`config.mk`:
```
export PLATFORM = sky130hd
export DESIGN_NAME = tagged_chunk_stream_deframer
export DESIGN_NICKNAME = d
export VERILOG_FILES = /design/src/sv/tcsd_pkg.sv /design/src/sv/tcsd_in_reg.sv /design/src/sv/tcsd_core.sv /design/src/sv/tcsd_out_reg.sv /design/src/sv/tagged_chunk_stream_deframer.sv
export SDC_FILE = /design/constraint.sdc
export NUM_CORES = 1
export LEC_CHECK = 0
export ABC_CLOCK_PERIOD_IN_PS = 7300
export BUFFER_PORTS_ARGS = -buffer_cell sky130_fd_sc_hd__buf_2
export CAP_MARGIN = 0
export CORE_MARGIN = 3
export CORE_UTILIZATION = 40
export DETAILED_ROUTE_END_ITERATION = 7
export GPL_ROUTABILITY_DRIVEN = 0
export MAX_ROUTING_LAYER = met4
export SLEW_MARGIN = 20
export SYNTH_ARGS = -nofsm -noshare
export SYNTH_HDL_FRONTEND = slang
export SYNTH_SLANG_ARGS = --single-unit
export TNS_END_PERCENT = 5
```
`constraint.sdc`:
```
create_clock -name clk -period 7.3 [get_ports clk]
set_clock_uncertainty 0.05 [all_clocks]
set_input_delay 0.365 -clock clk [delete_from_list [all_inputs] [get_ports clk]]
set_output_delay 0.365 -clock clk [all_outputs]
set_load 0.01 [all_outputs]
```
`src/sv/tcsd_pkg.sv`:
```
// ----------------------------------------------------------------------------
// tcsd_pkg
// Shared types and constants of the tagged chunk stream deframer.
// ----------------------------------------------------------------------------
package tcsd_pkg;

    localparam int unsigned HDR_BYTES       = 8;
    localparam int unsigned HDR_MIN_PAYLOAD = 24;

    localparam logic [31:0] TAG_HDR = 32'h4D56_6864;
    localparam logic [31:0] TAG_KEY = 32'h4D56_304B;
    localparam logic [31:0] TAG_FRM = 32'h4D56_3046;

    typedef enum logic [2:0] {
        PH_HEADER  = 3'b001,
        PH_PAYLOAD = 3'b010,
        PH_ERROR   = 3'b100
    } phase_t;

    typedef enum logic [1:0] {
        KIND_UNKNOWN = 2'd0,
        KIND_HDR     = 2'd1,
        KIND_KEY     = 2'd2,
        KIND_FRM     = 2'd3
    } kind_t;

    typedef enum logic [2:0] {
        ST_OK           = 3'd0,
        ST_SIZE_LOW     = 3'd1,
        ST_SHORT_HDR    = 3'd2,
        ST_OVERRUN      = 3'd3,
        ST_SHORT_HDR_CH = 3'd4,
        ST_ZERO_SCALE   = 3'd5
    } status_t;

    typedef enum logic [2:0] {
        FLD_NONE    = 3'd0,
        FLD_CODEC   = 3'd1,
        FLD_WIDTH   = 3'd2,
        FLD_HEIGHT  = 3'd3,
        FLD_FRAMES  = 3'd4,
        FLD_LARGEST = 3'd5,
        FLD_RATE    = 3'd6,
        FLD_SCALE   = 3'd7
    } field_t;

    // first payload byte of each header field, last entry ends the scale field
    localparam logic [4:0] FIELD_START [8] = '{
        5'd0, 5'd4, 5'd6, 5'd8, 5'd12, 5'd16, 5'd20, 5'd24
    };

    typedef struct packed {
        logic [7:0]  payload_byte;
        logic        payload_valid;
        logic        chunk_start;
        kind_t       chunk_kind;
        logic [31:0] chunk_total_size;
        logic [47:0] chunk_offset;
        field_t      field_index;
        logic [31:0] field_value;
        status_t     status;
        logic        stream_done;
    } result_t;

    function automatic kind_t kind_of(input logic [31:0] tag);
        kind_t k;
        k = KIND_UNKNOWN;
        priority if (tag == TAG_HDR) k = KIND_HDR;
        else if (tag == TAG_KEY)     k = KIND_KEY;
        else if (tag == TAG_FRM)     k = KIND_FRM;
        else                         k = KIND_UNKNOWN;
        return k;
    endfunction

    // header field slot (0 codec .. 6 scale) that holds a payload byte index
    function automatic logic [2:0] field_slot(input logic [4:0] idx);
        logic [2:0] f;
        f = 3'd0;
        for (int i = 1; i < 7; i++)
        begin
            if (idx >= FIELD_START[i])
            begin
                f = 3'(i);
            end
        end
        return f;
    endfunction

endpackage

```
`src/sv/tcsd_in_reg.sv`:
```
// ----------------------------------------------------------------------------
// tcsd_in_reg
// Input register: holds one stream byte until the parser takes it.
// ----------------------------------------------------------------------------
module tcsd_in_reg (
    input  logic       clk,
    input  logic       rst_n,
    input  logic       item_valid,
    output logic       item_ready,
    input  logic [7:0] data_byte,
    input  logic       last_byte,
    input  logic       take,
    output logic       held_valid,
    output logic [7:0] held_byte,
    output logic       held_last
);
    logic       valid_reg;
    logic [7:0] byte_reg;
    logic       last_reg;

    assign item_ready = !valid_reg || take;

    always_ff @(posedge clk or negedge rst_n)
    begin
        if (!rst_n)
        begin
            valid_reg <= 1'b0;
        end
        else if (item_ready)
        begin
            valid_reg <= item_valid;
        end
    end

    always_ff @(posedge clk)
    begin
        if (item_valid && item_ready)
        begin
            byte_reg <= data_byte;
            last_reg <= last_byte;
        end
    end

    assign held_valid = valid_reg;
    assign held_byte  = byte_reg;
    assign held_last  = last_reg;

endmodule

```
`src/sv/tcsd_core.sv`:
```
// ----------------------------------------------------------------------------
// tcsd_core
// Chunk parser state and the result of one stream byte.
// ----------------------------------------------------------------------------
module tcsd_core #(
    parameter int unsigned OFFSET_BITS = 48
) (
    input  logic              clk,
    input  logic              rst_n,
    input  logic              step,
    input  logic [7:0]        data_byte,
    input  logic              last_byte,
    output tcsd_pkg::result_t result
);
    import tcsd_pkg::*;

    localparam logic [OFFSET_BITS-1:0] OFFSET_MAX = '1;

    phase_t                 phase_reg, phase_next;
    logic [2:0]             header_count_reg, header_count_next;
    logic [31:0]            tag_shift_reg, tag_shift_next;
    logic [31:0]            size_shift_reg, size_shift_next;
    logic [31:0]            payload_left_reg, payload_left_next;
    logic [OFFSET_BITS-1:0] stream_offset_reg, stream_offset_next;
    logic [OFFSET_BITS-1:0] chunk_base_reg, chunk_base_next;
    logic                   header_seen_reg, header_seen_next;
    logic                   decoding_reg, decoding_next;
    logic [4:0]             field_byte_index_reg, field_byte_index_next;
    logic [31:0]            field_shift_reg, field_shift_next;
    logic                   rate_nonzero_reg, rate_nonzero_next;

    logic [31:0]            size_new;
    logic [31:0]            pay;
    kind_t                  kind;
    logic [OFFSET_BITS-1:0] base_now;
    logic [63:0]            base_wide;
    logic [2:0]             slot;
    logic [1:0]             byte_pos;
    logic [31:0]            field_new;
    field_t                 field_id;

    always_comb
    begin
        phase_next            = phase_reg;
        header_count_next     = header_count_reg;
        tag_shift_next        = tag_shift_reg;
        size_shift_next       = size_shift_reg;
        payload_left_next     = payload_left_reg;
        chunk_base_next       = chunk_base_reg;
        header_seen_next      = header_seen_reg;
        decoding_next         = decoding_reg;
        field_byte_index_next = field_byte_index_reg;
        field_shift_next      = field_shift_reg;
        rate_nonzero_next     = rate_nonzero_reg;
        result                = '0;

        base_now  = (header_count_reg == 3'd0) ? stream_offset_reg : chunk_base_reg;
        base_wide = 64'(base_now);
        size_new  = ((header_count_reg == 3'd0) ? 32'd0 : size_shift_reg)
                  | (header_count_reg[2] ? (32'(data_byte) << {header_count_reg[1:0], 3'b000})
                                         : 32'd0);
        pay       = size_new - 32'(HDR_BYTES);
        kind      = kind_of(tag_shift_reg);
        slot      = field_slot(field_byte_index_reg);
        byte_pos  = 2'(field_byte_index_reg - FIELD_START[slot]);
        field_new = field_shift_reg | (32'(data_byte) << {byte_pos, 3'b000});
        field_id  = field_t'(3'(slot + 3'd1));

        unique case (phase_reg)
            PH_HEADER:
            begin
                chunk_base_next   = base_now;
                size_shift_next   = size_new;
                header_count_next = 3'(header_count_reg + 3'd1);
                if (!header_count_reg[2])
                begin
                    tag_shift_next = {tag_shift_reg[23:0], data_byte};
                end
                if (header_count_reg == 3'd7)
                begin
                    if (size_new < 32'(HDR_BYTES))
                    begin
                        result.status = ST_SIZE_LOW;
                        phase_next    = PH_ERROR;
                    end
                    else if (last_byte && pay != 32'd0)
                    begin
                        result.status = ST_OVERRUN;
                        phase_next    = PH_ERROR;
                    end
                    else
                    begin
                        result.chunk_start      = 1'b1;
                        result.chunk_kind       = kind;
                        result.chunk_total_size = size_new;
                        result.chunk_offset     = base_wide[47:0];
                        if (kind == KIND_HDR && !header_seen_reg)
                        begin
                            header_seen_next = 1'b1;
                            if (pay < 32'(HDR_MIN_PAYLOAD))
                            begin
                                result.status = ST_SHORT_HDR_CH;
                            end
                            else
                            begin
                                decoding_next         = 1'b1;
                                field_byte_index_next = '0;
                                field_shift_next      = '0;
                                rate_nonzero_next     = 1'b0;
                            end
                        end
                        if (pay != 32'd0)
                        begin
                            phase_next        = PH_PAYLOAD;
                            payload_left_next = pay;
                        end
                    end
                end
                else if (last_byte)
                begin
                    result.status = ST_SHORT_HDR;
                end
            end
            PH_PAYLOAD:
            begin
                result.payload_byte  = data_byte;
                result.payload_valid = 1'b1;
                if (decoding_reg && field_byte_index_reg < 5'(HDR_MIN_PAYLOAD))
                begin
                    field_shift_next      = field_new;
                    field_byte_index_next = 5'(field_byte_index_reg + 5'd1);
                    if (5'(field_byte_index_reg + 5'd1) == FIELD_START[3'(slot + 3'd1)])
                    begin
                        result.field_index = field_id;
                        result.field_value = field_new;
                        field_shift_next   = '0;
                        if (field_id == FLD_RATE && field_new != 32'd0)
                        begin
                            rate_nonzero_next = 1'b1;
                        end
                        if (field_id == FLD_SCALE)
                        begin
                            decoding_next = 1'b0;
                            if (field_new == 32'd0 && rate_nonzero_reg)
                            begin
                                result.status = ST_ZERO_SCALE;
                            end
                        end
                    end
                end
                payload_left_next = payload_left_reg - 32'd1;
                if (payload_left_reg == 32'd1)
                begin
                    phase_next    = PH_HEADER;
                    decoding_next = 1'b0;
                end
                else if (last_byte)
                begin
                    result.status = ST_OVERRUN;
                end
            end
            PH_ERROR:
            begin
            end
            default:
            begin
                phase_next = PH_ERROR;
            end
        endcase

        stream_offset_next = (stream_offset_reg != OFFSET_MAX)
                           ? stream_offset_reg + OFFSET_BITS'(1) : stream_offset_reg;

        if (last_byte)
        begin
            result.stream_done    = 1'b1;
            phase_next            = PH_HEADER;
            header_count_next     = '0;
            tag_shift_next        = '0;
            size_shift_next       = '0;
            payload_left_next     = '0;
            stream_offset_next    = '0;
            chunk_base_next       = '0;
            header_seen_next      = 1'b0;
            decoding_next         = 1'b0;
            field_byte_index_next = '0;
            field_shift_next      = '0;
            rate_nonzero_next     = 1'b0;
        end
    end

    always_ff @(posedge clk or negedge rst_n)
    begin
        if (!rst_n)
        begin
            phase_reg            <= PH_HEADER;
            header_count_reg     <= '0;
            tag_shift_reg        <= '0;
            size_shift_reg       <= '0;
            payload_left_reg     <= '0;
            stream_offset_reg    <= '0;
            chunk_base_reg       <= '0;
            header_seen_reg      <= 1'b0;
            decoding_reg         <= 1'b0;
            field_byte_index_reg <= '0;
            field_shift_reg      <= '0;
            rate_nonzero_reg     <= 1'b0;
        end
        else if (step)
        begin
            phase_reg            <= phase_next;
            header_count_reg     <= header_count_next;
            tag_shift_reg        <= tag_shift_next;
            size_shift_reg       <= size_shift_next;
            payload_left_reg     <= payload_left_next;
            stream_offset_reg    <= stream_offset_next;
            chunk_base_reg       <= chunk_base_next;
            header_seen_reg      <= header_seen_next;
            decoding_reg         <= decoding_next;
            field_byte_index_reg <= field_byte_index_next;
            field_shift_reg      <= field_shift_next;
            rate_nonzero_reg     <= rate_nonzero_next;
        end
    end

endmodule

```
`src/sv/tcsd_out_reg.sv`:
```
// ----------------------------------------------------------------------------
// tcsd_out_reg
// Result register: holds one result until the consumer takes it.
// ----------------------------------------------------------------------------
module tcsd_out_reg (
    input  logic              clk,
    input  logic              rst_n,
    input  logic              load,
    input  tcsd_pkg::result_t result,
    input  logic              result_ready,
    output logic              result_valid,
    output logic              free,
    output tcsd_pkg::result_t held
);
    import tcsd_pkg::*;

    logic    valid_reg;
    result_t data_reg;

    assign free = !valid_reg || result_ready;

    always_ff @(posedge clk or negedge rst_n)
    begin
        if (!rst_n)
        begin
            valid_reg <= 1'b0;
        end
        else if (load)
        begin
            valid_reg <= 1'b1;
        end
        else if (result_ready)
        begin
            valid_reg <= 1'b0;
        end
    end

    always_ff @(posedge clk)
    begin
        if (load)
        begin
            data_reg <= result;
        end
    end

    assign result_valid = valid_reg;
    assign held         = data_reg;

endmodule

```
`src/sv/tagged_chunk_stream_deframer.sv`:
```
// ----------------------------------------------------------------------------
// tagged_chunk_stream_deframer
// Tag/length chunk container parser, one stream byte per request.
// ----------------------------------------------------------------------------
// Returns one result for every byte taken; each byte is held in the input
// register, then the parse logic writes its result into the result register.
// A new byte is taken every cycle while results are consumed; the rate is set
// by the single parse step between the two registers. Each chunk start reports
// tag kind, declared size and stream offset; payload bytes pass through, the
// first header chunk, if its payload holds at least 24 bytes, is decoded into
// seven fields, and any structural error silences the stream until its last
// byte, after which the parser starts fresh at offset zero.
module tagged_chunk_stream_deframer #(
    parameter int unsigned OFFSET_BITS = 48
) (
    input  logic        clk,
    input  logic        rst_n,
    input  logic        item_valid,
    output logic        item_ready,
    input  logic [7:0]  data_byte,
    input  logic        last_byte,
    output logic        result_valid,
    input  logic        result_ready,
    output logic [7:0]  payload_byte,
    output logic        payload_valid,
    output logic        chunk_start,
    output logic [1:0]  chunk_kind,
    output logic [31:0] chunk_total_size,
    output logic [47:0] chunk_offset,
    output logic [2:0]  field_index,
    output logic [31:0] field_value,
    output logic [2:0]  status,
    output logic        stream_done
);
    import tcsd_pkg::*;

    logic       held_valid;
    logic [7:0] held_byte;
    logic       held_last;
    logic       out_free;
    logic       advance;
    result_t    core_result;
    result_t    out_result;

    assign advance = held_valid && out_free;

    tcsd_in_reg u_in_reg (
        .clk        (clk),
        .rst_n      (rst_n),
        .item_valid (item_valid),
        .item_ready (item_ready),
        .data_byte  (data_byte),
        .last_byte  (last_byte),
        .take       (advance),
        .held_valid (held_valid),
        .held_byte  (held_byte),
        .held_last  (held_last)
    );

    tcsd_core #(
        .OFFSET_BITS (OFFSET_BITS)
    ) u_core (
        .clk       (clk),
        .rst_n     (rst_n),
        .step      (advance),
        .data_byte (held_byte),
        .last_byte (held_last),
        .result    (core_result)
    );

    tcsd_out_reg u_out_reg (
        .clk          (clk),
        .rst_n        (rst_n),
        .load         (advance),
        .result       (core_result),
        .result_ready (result_ready),
        .result_valid (result_valid),
        .free         (out_free),
        .held         (out_result)
    );

    assign payload_byte     = out_result.payload_byte;
    assign payload_valid    = out_result.payload_valid;
    assign chunk_start      = out_result.chunk_start;
    assign chunk_kind       = out_result.chunk_kind;
    assign chunk_total_size = out_result.chunk_total_size;
    assign chunk_offset     = out_result.chunk_offset;
    assign field_index      = out_result.field_index;
    assign field_value      = out_result.field_value;
    assign status           = out_result.status;
    assign stream_done      = out_result.stream_done;

endmodule

```
==> results of run 1 <==
[logic make-up (layout without fill, tap and decap cells)]
logic type	count (synthesis)	count (layout)	synth area share (%)
compound gates	499	499	18.3
xor+xnor	65	65	2.94
mux	9	9	0.498
fa+ha+maj	12	12	0.776
buf+inv	185	321	3.85
simple gates	831	831	20.8
flops	380	380	52.8
other cells	0	1	0
[power groups by stage]
stage | combinational, mW | sequential [mW] | clock, mW
floorplan | 1.02 | 2.63 | 0
global placement | 1.46 | 2.65 | 0
detailed placement | 1.49 | 2.66 | 0
CTS | 1.50 | 2.62 | 2.26
global route | 1.66 | 2.65 | 2.35
finish | 1.51 | 2.63 | 2.21
[repair_timing]
| item | CTS | global route |
|---|---|---|
| setup endpoints to repair | 0 | 0 |
| resized for setup | 0 | 0 |
| hold buffers | 11 | 0 |
| hold endpoints to repair | 102 | 0 |
[synthesized netlist by cell type, types with 10 or more instances]
library cell	n	area, um2
a21oi_1	161	806
a221oi_1	10	87.6
a22o_1	82	718
a311oi_1	16	140
a311oi_2	10	150
a31o_2	14	123
a31oi_1	17	106
and2_1	36	225
and3_1	43	269
buf_2	17	85.1
clkbuf_1	114	428
dfrtp_1	239	5980
edfxtp_1	140	4200
ha_1	12	150
inv_1	38	143
nand2_1	237	890
nand2b_1	10	62.6
nand3_1	31	155
nand4_1	28	175
nor2_1	218	818
nor2b_1	32	200
nor3_1	102	510
nor4_1	32	200
o21ai_0	93	465
o22ai_1	14	87.6
or3_1	14	87.6
xnor2_1	39	342
xor2_1	26	228
[cell type report]
class,instances,area [um2],area share (%)
sequential,380,10200,46.0
multi-input combinational,1416,8450,38.1
clock buffer,65,1250,5.64
timing repair buffer,196,1150,5.18
tap,607,759,3.42
clock inverter,17,195,0.880
inverter,43,166,0.750
antenna,1,2.50,0.0113
[final timing paths]
check | cells after the start | slack, ns | from | to
min in group asynchronous | 2 | 0.32 | rst_n | u_core.payload_left_reg[11]
min | 3 | 0.04 | result_ready | u_in_reg.held_valid
min reg2reg | 1 | 0.45 | u_core.tag_shift_reg[30] | u_core.tag_shift_reg[30]
max | 15 | 1.59 | u_core.header_count_reg[0] | u_out_reg.held[105]
max reg2reg | 15 | 1.59 | u_core.header_count_reg[0] | u_out_reg.held[105]
max in group asynchronous | 3 | 5.35 | rst_n | u_core.header_count_reg[2]
[worst reg2reg max path: cells and delay by family, from the launching register on]
| family | cells | cell delay (ns) |
|---|---|---|
| buf+inv | 3 | 0.68 |
| flops | 1 | 0.49 |
| compound gates | 3 | 1.26 |
| fa+ha+maj | 2 | 0.81 |
| simple gates | 7 | 2.24 |
[through the flow]
| stage | power (mW) | cell area (um2) | utilization, % | hold slack, ns | setup WS [ns] |
|---|---|---|---|---|---|
| finish | 6.36 | 22200 | 47.1 | 0.0439 | 1.59 |
| detailed placement | 4.15 | 20600 | 43.7 | 0.401 | 1.73 |
| CTS | 6.38 | 22200 | 47.0 | 0.0170 | 1.71 |
| global route | 6.66 | 22200 | 47.1 | 0.0476 | 1.19 |
| floorplan | 3.64 | 19300 | - | 0.0194 | 1.99 |
| global placement | 4.11 | 20600 | 43.7 | 0.399 | 1.86 |
[layer usage]
metal  up-vias  share of wire, %  track usage (%)
li1       7424                 -                -
met1      7907                45             31.8
met2       645                46             34.1
met3        98               6.7             2.79
met4         0               2.8             7.97
met5         -                 0                -
==> impl_metrics.py, run 1 <==
metrics = {
    "cells_and_area": {
        "final_cells": 2725,
        "mostFrequentLayoutCells": "dfrtp_1, nand2_1, nor2_1, a21oi_1, buf_2",
        "fillers": 4326,
        "layout_commonest_cell": "dfrtp_1",
        "area_growth_pct": 14.7,
        "final_nets": 2106,
        "drive_gt1_share_pct": 15.4,
        "largest_register_ffs": 131,
    },
    "logic_synthesis": {
        "yosysWarnings": 0,
        "avgSynthCellArea_um2": 9.77,
        "syn-instance-count": 1981,
        "synth_fp_nets": 2006,
        "synth_seq_cells": 380,
        "yosysSeqAreaShare_pct": 52.8,
        "synth-edff-count": 140,
        "ys.flop_type": "dfrtp_1",
        "async_reset_ff_share_pct": 63.2,
        "ys_types": 83,
        "netlist_area_um2": 19300,
    },
    "sta": {
        "relSlewSlack_pct": 23.6,
        "timing.final.max_slew_violations": 0,
        "fin_crit_sh_pct": 78.3,
        "setup-tns-final_ns": 0,
        "rsz0062_at_grt": "no",
        "setup_viol": 0,
        "min_period_ns": 5.71,
        "tightest_slew_ns": 1.14,
        "fmax_mhz": 175,
        "hold_violations": 0,
    },
    "worst_setup_path": {
        "cp_slowest_cell": "or3_1",
        "worst_setup_path_end_kind": "flop",
        "arrival_ns": 6.04,
        "timing.critical_path.buf_inv": 3,
        "critPathRequiredTime_ns": 7.62,
        "max_stage_delay_ns": 0.54,
        "crit_family": "simple AND/OR/NAND/NOR gates",
        "path_cells": "inv_1 -> ha_1 -> nor2b_1 -> a221o_1 -> inv_2 -> ha_1 -> nand4_1 -> or3_1 -> or3_4 -> a2111oi_4 -> nand3_1 -> o41ai_1 -> nand4_1 -> buf_4 -> nor2_1",
        "cp-start-kind": "flop",
        "cp_max_fo": 83,
        "critPathKind": "flop to flop",
    },
    "drt": {
        "drc": 0,
        "drtIter0Drc": 1839,
        "antenna_left": 0,
        "drt_pre_antenna_iters": 5,
        "via_count": 16100,
        "via_per_inst": 5.90,
        "wl_per_cell_um": 21.0,
        "finalWirelength_um": 57200,
    },
    "global_route": {
        "grt_pass1_wl_um": 89300,
        "antenna_found_initial": 1,
        "grt_max_degree": 95,
        "grt_pass1_vias": 15300,
        "grt_usage_pct": 22.7,
        "grt_overflow_total": 0,
    },
    "cts": {
        "cts_max_level": 2,
        "cts.path.max_buffers": 3,
        "path_clk_slew_ns": 0.06,
        "cts.sinks": 380,
        "cts_tree": "built",
        "cts_setup_buffers": 0,
        "worstSkewPairLatency_ns": 0.58,
        "cts_made_buffers": 44,
        "root_buffer": "clkbuf_16",
    },
    "power": {
        "combinationalPowerShare_pct": 23.8,
        "p_switching_mw": 2.18,
        "vdd_drop_max_mv": 0.212,
        "clockPowerShare_pct": 34.8,
        "p_leak_nw": 8.87,
        "switching_share_pct": 34.4,
        "powerDensity_nw_per_um2": 286,
        "power.internal_mw": 4.17,
        "pwr-share-seq_pct": 41.4,
    },
    "hold_path": {
        "hold_path_class": "input port to flop",
    },
    "floorplan": {
        "core_um2": 47100,
        "initial_core_util_pct": 41.0,
        "dieArea_um2": 51000,
        "row_count": 79,
        "dieHeight_um": 226,
        "ios": 146,
        "dieWidth_um": 226,
    },
    "run": {
        "drv_cap": 0,
    },
    "placement": {
        "dp_hpwl_um": 36800,
        "dp.cells": 2631,
        "io_buffers": 145,
    },
    "run_status": {
        "outcome": "complete, no violations",
    },
}
No activity file was read; power rests on OpenSTA's default activity.
==> inputs of run 2 (changes only) <==
ABC_AREA = 1   (was unset)
ABC_CLOCK_PERIOD_IN_PS = 5100   (was 7300)
clock period = 5.1 ns   (was 7.3 ns; I/O delays follow)
==> run 2 against run 1 <==
  * Wire length down 2.5%
  * Register-to-register slack worse by 1.1 ns
  * Core utilization down 0.41 points
  * Design area up 3.5%
  * Total power up 42%
  * First-iteration DRC count down 11%
  * Synthesized area up 3.8%
  * Sequential share of layout area down 1.6 points
  * Critical endpoint is now u_out_reg.held[3]
==> impl_metrics.py, run 2 <==
metrics = {
    "cells_and_area": {
        "largest_register_ffs": 131,
        "final_nets": 2551,
        "stdcell_area_um2": 23000,
        "layout_commonest_cell": "nand2_1",
        "antenna_cells": 0,
        "fillers": 4834,
        "drive_gt1_share_pct": 14.2,
        "area_growth_pct": 14.4,
        "regArea_um2": 10200,
        "multi_input_comb_area_um2": 8230,
        "mostFrequentLayoutCells": "nand2_1, inv_1, nor2_1, dfrtp_1, o21ai_0",
    },
    "floorplan": {
        "dieHeight_um": 230,
        "ios": 146,
        "core_um2": 49300,
        "initial_core_util_pct": 40.8,
        "row_count": 81,
        "dieWidth_um": 230,
        "dieArea_um2": 52900,
    },
    "sta": {
        "rsz0062_at_grt": "no",
        "setup-tns-final_ns": 0,
        "min_period_ns": 4.58,
        "hold_violations": 0,
        "worst_slack_ns": 0.524,
        "fin_crit_sh_pct": 89.7,
        "fmax_mhz": 219,
        "setup_viol": 0,
        "timing.final.max_slew_violations": 0,
        "tightest_slew_ns": 1.09,
        "relSlewSlack_pct": 27.3,
    },
    "hold_path": {
        "hold_path_class": "input port to async pin",
    },
    "power": {
        "p_leak_nw": 9.74,
        "power.internal_mw": 6.05,
        "switching_share_pct": 32.8,
        "total_power_mw": 9.01,
        "vdd_drop_max_mv": 0.278,
        "pwr-share-seq_pct": 42.8,
        "combinationalPowerShare_pct": 21.4,
        "clockPowerShare_pct": 35.7,
        "p_switching_mw": 2.95,
        "powerDensity_nw_per_um2": 392,
    },
    "worst_setup_path": {
        "worst_setup_path_end_kind": "flop",
        "critPathKind": "flop to flop",
        "cp_max_fo": 18,
        "arrival_ns": 4.94,
        "cp-start-kind": "flop",
        "critPathRequiredTime_ns": 5.47,
    },
    "cts": {
        "postCtsHoldBufs": 14,
        "root_buffer": "clkbuf_16",
        "cts_tree": "built",
        "post_cts_resize_count": 0,
        "path_clk_slew_ns": 0.06,
        "cts_max_level": 2,
        "cts_setup_buffers": 0,
        "cts_made_buffers": 44,
        "cts.path.max_buffers": 3,
        "worstSkewPairLatency_ns": 0.59,
        "cts.sinks": 380,
    },
    "logic_synthesis": {
        "synth_seq_cells": 380,
        "async_reset_ff_share_pct": 63.2,
        "netlist_area_um2": 20100,
        "ys.flop_type": "dfrtp_1",
        "yosysMostFrequentCell": "nand2_1",
        "synth-edff-count": 140,
        "synth_fp_nets": 2419,
        "yosysSeqAreaShare_pct": 50.9,
        "ys_types": 52,
        "synth_area_leaders": "dfrtp_1, edfxtp_1, nand2_1",
        "syn-instance-count": 2394,
        "avgSynthCellArea_um2": 8.39,
        "yosysWarnings": 0,
        "netlist.area_leader.share_pct": 29.8,
        "synth_largest_area_cell": "dfrtp_1",
        "ys_top_cells_by_count": "nand2_1, inv_1, nor2_1",
    },
    "run_status": {
        "outcome": "complete, no violations",
    },
    "drt": {
        "via_count": 16900,
        "drc": 0,
        "drtIter0Drc": 1639,
        "drt_pre_antenna_iters": 6,
        "met2WireLength_um": 25400,
        "finalWirelength_um": 55700,
        "wl_met1_um": 25400,
        "wl_met3_um": 3510,
        "antenna_left": 0,
        "wl_per_cell_um": 17.3,
        "top_layer_used": "met4",
        "via_per_inst": 5.24,
    },
    "global_route": {
        "antenna_found_initial": 0,
        "grt_max_degree": 82,
        "grt_pass1_wl_um": 88700,
        "grt_pass1_vias": 16100,
        "grt_overflow_total": 0,
        "grt_usage_pct": 21.4,
    },
    "placement": {
        "post-place-ws_ns": 0.581,
        "io_buffers": 145,
        "placed_area_um2": 21300,
        "dp_hpwl_um": 39000,
    },
    "run": {
        "drv_cap": 0,
    },
}
-- run 2: final timing paths --
kind / startpoint / to / slack, ns / depth (start not counted)
worst min register to register: u_core.stream_offset_reg[2] / u_core.stream_offset_reg[2] / 0.44 / 1
worst max register to register: u_core.field_byte_index_reg[0] / u_out_reg.held[3] / 0.52 / 19
worst min-delay path: rst_n / u_core.field_shift_reg[30] / 0.20 / 2
max in group asynchronous: rst_n / u_core.chunk_base_reg[1] / 3.43 / 3
worst max-delay path: u_core.field_byte_index_reg[0] / u_out_reg.held[3] / 0.52 / 19
min in group clk: data_byte[6] / u_in_reg.held_byte[6] / 0.35 / 2
-- run 2: kinds of logic (layout without fill, tap and decap cells) --
group,Yosys count,after routing,synth area share [%]
AOI/OAI and AO/OA,390,390,11.0
xor gates and xnor gates,36,36,1.57
adders and majority gates,12,12,0.748
buffers and inverters,392,560,8.29
DFF,380,380,50.9
and+or+nand+nor,1184,1184,27.5
-- run 2: layout make-up --
class | instances | area share, %
clock buffers | 67 | 5.98
clock inverters | 15 | 0.572
inverters | 296 | 4.86
multi-input cells | 1622 | 35.8
flip-flops and latches | 380 | 44.4
well taps | 664 | 3.62
repair buffers | 182 | 4.73
-- run 2: power by group through the flow --
stage	Combinational, mW	Sequential (mW)	Clock, mW
finish	1.93	3.86	3.22
global route	2.17	3.90	3.41
CTS	1.94	3.85	3.31
detailed placement	1.92	3.90	0
global placement	1.89	3.89	0
floorplan	1.39	3.90	0
-- run 2: worst max-delay path, cell delays in order, from the launching register on --
cell,delay [ns]
dfrtp_1,0.63
inv_1,0.31
ha_1,0.27
o21ai_0,0.26
nand3_1,0.11
nand2_1,0.15
inv_1,0.07
ha_1,0.25
nand4_1,0.10
nand2_1,0.33
inv_1,0.56
o21ai_0,0.25
nor2_1,0.14
nand3_1,0.09
nor2_1,0.14
nand2_1,0.08
nor2_1,0.22
nand2_1,0.11
nor2_1,0.16
o21bai_1,0.13
-- run 2: routing by layer --
metal	up-vias	global-route usage, %
met4	0	6.64
met5	-	-
met3	96	3.27
met2	559	32.7
met1	8046	29.4
li1	8189	-
-- run 2: stage by stage --
stage,util [%],cells,hold slack [ns]
after CTS,46.6,3226,0.245
after global routing,46.6,3226,0.255
after global placement,43.3,3130,0.256
final,46.6,3226,0.197
after floorplan,-,2394,-0.0906
after detailed placement,43.3,3130,0.256
